--- src/design/bia_pkg.sv ---
`default_nettype none

package bia_pkg;

  localparam int ID_W = 16;
  localparam logic [ID_W-1:0] BASE_RESET = 16'd300;

  localparam logic [1:0] MODE_ALLOC   = 2'd0;
  localparam logic [1:0] MODE_RELEASE = 2'd1;
  localparam logic [1:0] MODE_INIT    = 2'd2;
  localparam logic [1:0] MODE_NONE    = 2'd3;

  localparam logic [1:0] ST_OK        = 2'd0;
  localparam logic [1:0] ST_FULL      = 2'd1;
  localparam logic [1:0] ST_NOT_READY = 2'd2;
  localparam logic [1:0] ST_INVALID   = 2'd3;

  typedef struct packed {
    logic       accept;
    logic       addr_clr;
    logic       clear_step;
    logic       scan_step;
    logic       alloc_wr;
    logic       rel_rd;
    logic       rel_wr;
    logic       pend_ld;
    logic       pend_grant;
    logic [1:0] pend_status;
    logic       out_ld;
  } cmd_t;

  typedef struct packed {
    logic in_range;
    logic clear_last;
    logic hit;
    logic exhausted;
  } stat_t;

endpackage

`default_nettype wire

--- src/design/bia_ctrl.sv ---
`default_nettype none

module bia_ctrl import bia_pkg::*; (
  input  wire logic       clk,
  input  wire logic       rst,
  input  wire logic       in_valid,
  input  wire logic [1:0] in_mode,
  output logic            in_ready,
  output logic            out_valid,
  input  wire logic       out_ready,
  input  wire stat_t      st,
  output cmd_t            cmd
);

  localparam logic [2:0] S_IDLE   = 3'd0;
  localparam logic [2:0] S_CLEAR  = 3'd1;
  localparam logic [2:0] S_SCAN   = 3'd2;
  localparam logic [2:0] S_REL_RD = 3'd3;
  localparam logic [2:0] S_REL_WR = 3'd4;
  localparam logic [2:0] S_DONE   = 3'd5;

  logic [2:0] state;
  logic [2:0] state_next;
  logic       map_ready;
  logic       map_ready_next;

  assign in_ready = (state == S_IDLE);

  always_comb begin
    cmd            = '0;
    state_next     = state;
    map_ready_next = map_ready;
    case (state)
      S_IDLE: begin
        if (in_valid) begin
          cmd.accept   = 1'b1;
          cmd.addr_clr = 1'b1;
          case (in_mode)
            MODE_INIT: begin
              state_next = S_CLEAR;
            end
            MODE_ALLOC: begin
              if (!map_ready) begin
                cmd.pend_ld     = 1'b1;
                cmd.pend_status = ST_NOT_READY;
                state_next      = S_DONE;
              end else begin
                state_next = S_SCAN;
              end
            end
            MODE_RELEASE: begin
              if (!map_ready) begin
                cmd.pend_ld     = 1'b1;
                cmd.pend_status = ST_NOT_READY;
                state_next      = S_DONE;
              end else if (!st.in_range) begin
                cmd.pend_ld     = 1'b1;
                cmd.pend_status = ST_INVALID;
                state_next      = S_DONE;
              end else begin
                state_next = S_REL_RD;
              end
            end
            default: begin
              cmd.pend_ld     = 1'b1;
              cmd.pend_status = ST_OK;
              state_next      = S_DONE;
            end
          endcase
        end
      end
      S_CLEAR: begin
        cmd.clear_step = 1'b1;
        if (st.clear_last) begin
          map_ready_next  = 1'b1;
          cmd.pend_ld     = 1'b1;
          cmd.pend_status = ST_OK;
          state_next      = S_DONE;
        end
      end
      S_SCAN: begin
        cmd.scan_step = 1'b1;
        if (st.hit) begin
          cmd.alloc_wr    = 1'b1;
          cmd.pend_ld     = 1'b1;
          cmd.pend_grant  = 1'b1;
          cmd.pend_status = ST_OK;
          state_next      = S_DONE;
        end else if (st.exhausted) begin
          cmd.pend_ld     = 1'b1;
          cmd.pend_status = ST_FULL;
          state_next      = S_DONE;
        end
      end
      S_REL_RD: begin
        cmd.rel_rd = 1'b1;
        state_next = S_REL_WR;
      end
      S_REL_WR: begin
        cmd.rel_wr      = 1'b1;
        cmd.pend_ld     = 1'b1;
        cmd.pend_status = ST_OK;
        state_next      = S_DONE;
      end
      S_DONE: begin
        if (!out_valid || out_ready) begin
          cmd.out_ld = 1'b1;
          state_next = S_IDLE;
        end
      end
      default: begin
        state_next = S_IDLE;
      end
    endcase
  end

  always_ff @(posedge clk) begin
    if (rst) begin
      state     <= S_IDLE;
      map_ready <= 1'b0;
      out_valid <= 1'b0;
    end else begin
      state     <= state_next;
      map_ready <= map_ready_next;
      if (cmd.out_ld) begin
        out_valid <= 1'b1;
      end else if (out_ready) begin
        out_valid <= 1'b0;
      end
    end
  end

  a_one_write: assert property (@(posedge clk) disable iff (rst)
    $onehot0({cmd.clear_step, cmd.alloc_wr, cmd.rel_wr}))
    else $error("more than one map write in a cycle");

  a_ready_from_clear: assert property (@(posedge clk) disable iff (rst)
    $rose(map_ready) |-> $past(state) == S_CLEAR)
    else $error("map marked ready outside the clear sweep");

  a_hit_ends_scan: assert property (@(posedge clk) disable iff (rst)
    state == S_SCAN && st.hit |=> state == S_DONE)
    else $error("scan did not stop at a free bit");

  a_result_held: assert property (@(posedge clk) disable iff (rst)
    state == S_DONE && out_valid && !out_ready |=> state == S_DONE)
    else $error("result slot overwritten while occupied");

endmodule

`default_nettype wire

--- config.mk ---
export PLATFORM = sky130hd
export DESIGN_NAME = bia_ctrl
export DESIGN_NICKNAME = d
export VERILOG_FILES = /design/src/design/bia_pkg.sv /design/src/design/bia_ctrl.sv
export SDC_FILE = /design/constraint.sdc
export NUM_CORES = 1
export LEC_CHECK = 0
export BUFFER_PORTS_ARGS = -buffer_cell sky130_fd_sc_hd__buf_2
export CORE_AREA = 2 2 39 41
export CTS_CLUSTER_DIAMETER = 50
export DETAILED_ROUTE_END_ITERATION = 16
export DIE_AREA = 0 0 41 43
export MAX_ROUTING_LAYER = met4
export PLACE_DENSITY = 0.6
export SLEW_MARGIN = 20
export SYNTH_ARGS = -nofsm -noshare
export SYNTH_HDL_FRONTEND = slang
export SYNTH_SLANG_ARGS = --single-unit
export TNS_END_PERCENT = 20
--- constraint.sdc ---
create_clock -name clk -period 1.3 [get_ports clk]
set_input_delay 0.13 -clock clk [delete_from_list [all_inputs] [get_ports clk]]
set_output_delay 0.13 -clock clk [all_outputs]
set_load 0.005 [all_outputs]
# Word-level counts from Yosys, hierarchy flattened
# Index checks and enable logic that the tools add are counted.
[totals]
reg_bits = 5
latchBits = 0
mem_bits_rw = 0
romBits = 0
inputBits = 10
output_inout_bits = 14
mem_count = 0
[classes]
addsub = 0
n_mul = 0
div = 0
order_cmp = 0
eq_ne = 11
shifts = 0
n_mux = 39
n_bitwise = 0
n_reduce_logical = 7
[op_table]
columns = ["operator", "count"]
rows = [
  ["3-bit 2-to-1 mux", 8],
  ["1-bit 2-to-1 mux", 18],
  ["3-bit case mux with 6 select lines", 1],
  ["2-bit 2-to-1 mux", 7],
  ["3-bit case mux with 3 select lines", 1],
  ["2-bit case mux with 2 select lines", 2],
  ["3-bit by 2-bit equality test with 1-bit output (second input constant)", 2],
  ["3-bit equality test (second input constant)", 2],
  ["2-bit inequality test (second input constant)", 3],
  ["1-bit case mux with 4 select lines", 1],
  ["4-bit AND reduction", 1],
  ["3-bit by 1-bit equality test with 1-bit output (second input constant)", 1],
  ["3-bit logical NOT", 1],
  ["3-bit inequality test (second input constant)", 1],
  ["1-bit case mux with 3 select lines", 1],
  ["2-bit by 1-bit equality test with 1-bit output (second input constant)", 1],
  ["2-bit equality test (second input constant)", 1],
  ["2-bit logical NOT", 1],
  ["2-bit AND reduction", 1],
  ["2-bit nonzero test", 1],
  ["1-bit logical NOT", 1],
  ["1-bit logical OR", 1],
]

# Logic depth before layout (Yosys ltp)
# Gate-level depths: netlist (run 1).
[logic_depth]
word_depth = 5
ltp_mapped = 6

# Worst setup path before layout (run 1)
# Ideal clock, no wire load.
[synth_path]
path_kind = "reg-to-output"
from = "reg state[1]"
to = "out cmd[1] (netlist bit)"
arrival_time_ps = 1135
required_time_ps = 1170
path_slack_ps = 35
stages_incl_launch_ff = 7
path_buffers = 1
path_cell_list = "dfxtp_1 buf_4 nor3_4 nand2_1 inv_1 nand4b_1 a21boi_1"
[synth_lines]
columns = ["element", "line", "text"]
rows = [
  ["from (decl)", "bia_ctrl.sv:22", "logic [2:0] state;"],
  ["from (signal assigned)", "bia_ctrl.sv:123", "state <= state_next;"],
  ["to (decl)", "bia_ctrl.sv:12", "output cmd_t cmd"],
]

==> results.ini, run 1 <==
[routing]
overall_routed_net_length_um = 1140
wl_per_cell_um = 10.5
routed-via-count = 545
route.detailed.drc = 0
dr.pass1.iters = 4
drt-vias-per-instance = 5.00
starting_drt_drc_count = 4
antenna_violating_nets_post_route = 0

[clocking]
tritoncts.num_buffers = 3
post_cts_hold_buffer_count = 0
clock-root-buffer = sky130_fd_sc_hd__clkbuf_4
clock_sinks = 5
worst_setup_hold_path_clk_slew_ns = 0.04
cts_tree = yes
clockBufferDepth = 2
h-tree-depth = 1
clkLatencyLatePin_ns = 0.23

[synth]
synth_top_area_cell = sky130_fd_sc_hd__dfxtp_1
synth-edff-count = 0
synth.cells.most_frequent = 8 x sky130_fd_sc_hd__nor2_1, 5 x sky130_fd_sc_hd__dfxtp_1, 5 x sky130_fd_sc_hd__nand2b_1
ys_ff_latch = 5
post-synth-top-area-fraction = 0.223
synth.most_common_cell = sky130_fd_sc_hd__nor2_1
ys_warn_count = 0
avgSynthCellArea_um2 = 7.61
synth.distinct_cells = 29
synthesis.area_um2 = 449
yosysSeqAreaShare = 0.223
syn-instance-count = 59
post_synth_main_area_contributors = sky130_fd_sc_hd__dfxtp_1 22%, sky130_fd_sc_hd__nand2b_1 7.0%, sky130_fd_sc_hd__nor2_1 6.7%
synth_fp_nets = 69
synthArstFlopShare = 0
dominantRegCellSynth = sky130_fd_sc_hd__dfxtp_1

[placement]
dpl_cell_area_um2 = 592
pre_cts_slack_ns = -0.00927
detailed_placer_s_ending_hpwl_um = 909
io_buffers = 23
routabilityCongestion = 0.730

[setup_path]
cp.arrival_ns = 1.28
worst_ep_required_time_ns = 1.17
critPathMaxFanout = 4
timing.critical_path.from_type = flip-flop
worstPathBufferInverterCount = 2
crit_family = simple AND/OR/NAND/NOR gates
critical-path-max-stage-delay_ns = 0.35
worstPathCellList = nor3_4 -> nand2_2 -> inv_2 -> nand4b_1 -> a21boi_1 -> buf_2
path_class = reg -> out
endpoint_kind = primary output
cp_slowest_cell = sky130_fd_sc_hd__dfxtp_4

[sta]
rsz0062_at_grt = yes
timing.final.setup_violations = 5
fin_crit_share = 1.09
final.setup_skew_ns = 0.00126
timing.final.hold_violations = 0
drv_slew = 0
final_setup_slack_of_the_worst_path_ns = -0.113
final_period_minus_worst_setup_slack_ns = 1.41
worst_case_headroom_to_the_max_slew_limit = 0.734
tightestPinTransition_ns = 0.389
max_freq_mhz = 708

[global_routing]
globalRouteMet2Util = 0.241
globalRouteTotalUtil = 0.148
globalRoute.busiestLayer = met2
first_global_vias = 472
overflow = 0
antenna_found_initial = 0
grt_start_max_net_pins = 11
grt_first_pass_wirelength_um = 1760
groute.layer.met3.usage = 0.0157
globalRouteMet1Util = 0.168

[finish]
final.fill_count = 139
finalNetCount = 104
final_area_um2 = 732
final_layout_size_suffix_gt1_frac = 0.559
antennaDiodeCount = 0
area.growth.synth_to_final_pct = 63.0

[die]
dieHeight_um = 43
placeableCoreArea_mm2 = 0.00138
io_pins = 24
fp.dieArea_mm2 = 0.00176
fp.dieW_um = 41
floorplan_row_count = 14
initial_core_util = 0.325

[pwr]
post-layout-total-power_mw = 0.771
worst_ir_drop_vdd_uv = 555
power.density_cell_area_mw_per_mm2 = 1050
cellLeakagePower_nw = 0.354

[worst_hold_path]
hold_path.class = in -> reg

[run_status]
violations = negative setup slack
outcome = finished, violations left

[run]
max-cap-violations = 0

-- placed cells by master, fill, tap and decap left out, types with 2 or more instances in the layout --
cell type,instances
sky130_fd_sc_hd__a21oi_1,3
sky130_fd_sc_hd__inv_1,3
sky130_fd_sc_hd__buf_4,10
sky130_fd_sc_hd__clkbuf_4,3
sky130_fd_sc_hd__nand2_2,2
sky130_fd_sc_hd__nor2b_1,2
sky130_fd_sc_hd__o211ai_1,2
sky130_fd_sc_hd__nor2_1,7
sky130_fd_sc_hd__dfxtp_4,3
sky130_fd_sc_hd__buf_6,4
sky130_fd_sc_hd__buf_2,21
sky130_fd_sc_hd__dfxtp_1,2
sky130_fd_sc_hd__nand3b_1,2
sky130_fd_sc_hd__nand2b_1,5
-- final timing paths --
kind / start / endpoint / slack [ns] / cells past startpoint
max: state[1] / cmd[1] / -0.11 / 6
min: rst / state[1] / 0.12 / 2
max reg2reg: state[0] / state[2] / 0.02 / 4
min reg2reg: out_valid / out_valid / 0.52 / 2
-- power breakdown --
group	switching (mW)	total, mW	internal (mW)
combinational	0.163	0.384	0.222
clock	0.0571	0.173	0.116
sequential	0.0342	0.214	0.179
total	0.254	0.771	0.516
-- flip-flops by register name, summed over array words and instances, names as in the netlist --
name       cells
state          3
map_ready      1
out_valid      1
-- logic make-up (layout without fill, tap and decap cells) --
logic type | after synthesis | in the layout | synth area share
flip-flops | 5 | 5 | 0.223
buffers and inverters | 9 | 43 | 0.117
AO/OA/AOI/OAI | 17 | 17 | 0.273
adder cells (fa/ha/maj) | 1 | 1 | 0.0223
AND/OR/NAND/NOR | 27 | 27 | 0.365
-- metal layers --
| metal | routed length [µm] | vias to the layer above | share of wire |
|---|---|---|---|
| met4 | 5 | 0 | 0.0044 |
| met1 | 471 | 256 | 0.41 |
| li1 | - | 276 | - |
| met5 | 0 | - | 0 |
| met3 | 53 | 2 | 0.046 |
| met2 | 610 | 11 | 0.53 |
-- final cells by class --
type                       instances  area [µm²]  share of cell area
inverter                           4        15.0              0.0205
clock buffer                       4        26.3              0.0359
tap                               16        20.0              0.0274
sequential                         5         111               0.152
timing repair buffer              35         225               0.308
multi-input combinational         45         334               0.456
-- timing repair --
| item | CTS | global route |
|---|---|---|
| endpoints found under the setup margin | 11 | 12 |
| gates resized for setup | 10 | 11 |
| pin swaps | 3 | 5 |
| buffers inserted | 3 | 3 |
-- per-stage QoR --
step           hold WS [ns]   util  setup TNS [ns]  instances
6_report              0.118  0.529          -0.332        109
5_1_grt               0.134  0.529          -0.916        109
4_1_cts               0.116  0.482          -0.481        106
3_5_place_dp          0.375  0.428         -0.0180         99
3_3_place_gp          0.376  0.428        -0.00850         99
2_1_floorplan         0.199      -               0         59
Note: power is estimated with default switching activity, not from simulation.
==> run 2: changes to the inputs <==
--- a/config.mk
+++ b/config.mk
@@ -6,4 +6,5 @@
 export NUM_CORES = 1
 export LEC_CHECK = 0
+export ABC_CLOCK_PERIOD_IN_PS = 1300
 export BUFFER_PORTS_ARGS = -buffer_cell sky130_fd_sc_hd__buf_2
 export CORE_AREA = 2 2 39 41
==> constraint.sdc (replaced) <==
create_clock -name clk -period 1.3 [get_ports clk]
set_input_delay 0.13 -clock clk [delete_from_list [all_inputs] [get_ports clk]]
set_output_delay 0.13 -clock clk [all_outputs]
set_load 0.05 [all_outputs]
==> results.ini, run 2 (synthesis gave the netlist of run 1 again) <==
[clocking]
clkLatencyLatePin_ns = 0.24
clockBufferDepth = 2
cts_tree = yes
clock-root-buffer = sky130_fd_sc_hd__clkbuf_4
clock_sinks = 5
h-tree-depth = 1
tritoncts.num_buffers = 3
worst_setup_hold_path_clk_slew_ns = 0.04

[sta]
max_freq_mhz = 650
timing.final.setup_violations = 11
final.setup.tns_ns = -1.02
timing.final.hold_violations = 0
worst_case_headroom_to_the_max_slew_limit = 0.718
tightestPinTransition_ns = 0.412
final_period_minus_worst_setup_slack_ns = 1.54
rsz0062_at_grt = yes
final_setup_slack_of_the_worst_path_ns = -0.237
drv_slew = 0
fin_crit_share = 1.18
final.setup_skew_ns = 0.00267

[pwr]
worst_ir_drop_vdd_uv = 663
power.density_cell_area_mw_per_mm2 = 1340
cellLeakagePower_nw = 0.366
post-layout-total-power_mw = 1.09

[die]
placeableCoreArea_mm2 = 0.00138
fp.dieArea_mm2 = 0.00176
fp.dieW_um = 41
io_pins = 24
dieHeight_um = 43
floorplan_row_count = 14
initial_core_util = 0.325

[setup_path]
critPathMaxFanout = 4
path_class = reg -> out
timing.critical_path.from_type = flip-flop
r2r_cell_count = 5
endpoint_kind = primary output
cp.arrival_ns = 1.41
worst_ep_required_time_ns = 1.17

[placement]
detailed_placer_s_ending_hpwl_um = 957
routabilityCongestion = 0.771
io_buffers = 23

[finish]
largestRegisters = state (3), map_ready (1), out_valid (1)
final_layout_size_suffix_gt1_frac = 0.559
finalNetCount = 104
final_common_cell = sky130_fd_sc_hd__buf_4
final.fill_count = 139
area.growth.synth_to_final_pct = 81.1
antennaDiodeCount = 0
regMostFlops = state
flip_flop_count_of_the_largest_register_all_copies_and_words_added = 3
layout.cells.most_common_list = 13 x sky130_fd_sc_hd__buf_4, 10 x sky130_fd_sc_hd__buf_2, 8 x sky130_fd_sc_hd__nor2_1, 8 x sky130_fd_sc_hd__buf_6, 5 x sky130_fd_sc_hd__nand2b_1

[worst_hold_path]
hold_path_depth = 2
hold_path.class = in -> reg

[global_routing]
antenna_found_initial = 0
overflow = 0
first_global_vias = 488
globalRouteTotalUtil = 0.159
grt_start_max_net_pins = 10
grt_first_pass_wirelength_um = 1890

[routing]
dr.pass1.iters = 5
wl_per_cell_um = 11.5
routed-via-count = 542
overall_routed_net_length_um = 1250
antenna_violating_nets_post_route = 0
route.detailed.drc = 0
starting_drt_drc_count = 7
drt-vias-per-instance = 4.97

[run_status]
violations = negative setup slack
outcome = finished, violations left

[run]
max-cap-violations = 0

[run 2: cell types whose count changed in the layout (fill, tap and decap cells not counted), sizes merged]
cell,delta
clkinvlp,+1
inv,-1
[run 2: worst paths after layout]
path	end	slack (ns)	start
hold / removal	state[1]	0.11	rst
hold reg to reg	out_valid	0.53	out_valid
setup reg to reg	state[2]	-0.01	state[2]
setup / recovery	cmd[4]	-0.24	state[1]
[run 2: report_power, final]
part           switching [mW]  total (mW)  internal [mW]  leakage [nW]
Combinational           0.377       0.699          0.321         0.309
Sequential             0.0300       0.211          0.181        0.0427
Clock                  0.0610       0.177          0.116        0.0150
Total                   0.468        1.09          0.618         0.366
[run 2: layout make-up]
type / instances / area, µm² / area share
sequential: 5 / 109 / 0.134
timing repair buffer: 35 / 303 / 0.372
tap: 16 / 20.0 / 0.0246
inverter: 4 / 18.8 / 0.0231
multi-input combinational: 45 / 337 / 0.414
clock buffer: 4 / 26.3 / 0.0323
[run 2: through the flow]
step	instances	hold slack (ns)	util	instance area (µm²)	worst slack (ns)
2_1_floorplan	59	0.199	-	478	-0.804
4_1_cts	109	0.109	0.567	785	-0.256
6_report	109	0.110	0.588	813	-0.237
3_3_place_gp	104	0.373	0.485	671	-0.0739
5_1_grt	109	0.138	0.588	813	-0.337
3_5_place_dp	104	0.367	0.485	671	-0.111
[run 2: critical path: stages, from the launching register on]
cell and delay [ns]:
sky130_fd_sc_hd__dfxtp_2 0.33, sky130_fd_sc_hd__nor3_4 0.20, sky130_fd_sc_hd__nand2_2 0.09, sky130_fd_sc_hd__buf_4 0.15
sky130_fd_sc_hd__o211ai_1 0.17, sky130_fd_sc_hd__buf_4 0.23
[run 2: timing repair]
item,CTS,global route
pin swaps,5,0
setup endpoints to repair,15,15
buffers inserted,1,0
gates resized for setup,27,9
gates cloned,0,0
hold buffers,0,0
[run 2: per-layer routing]
layer | vias up | routed length [µm] | GRT usage
met1 | 253 | 528 | 0.194
met2 | 12 | 680 | 0.247
met4 | 0 | 0 | 0.0800
li1 | 277 | - | -
met3 | 0 | 41 | 0.0157
met5 | - | 0 | -
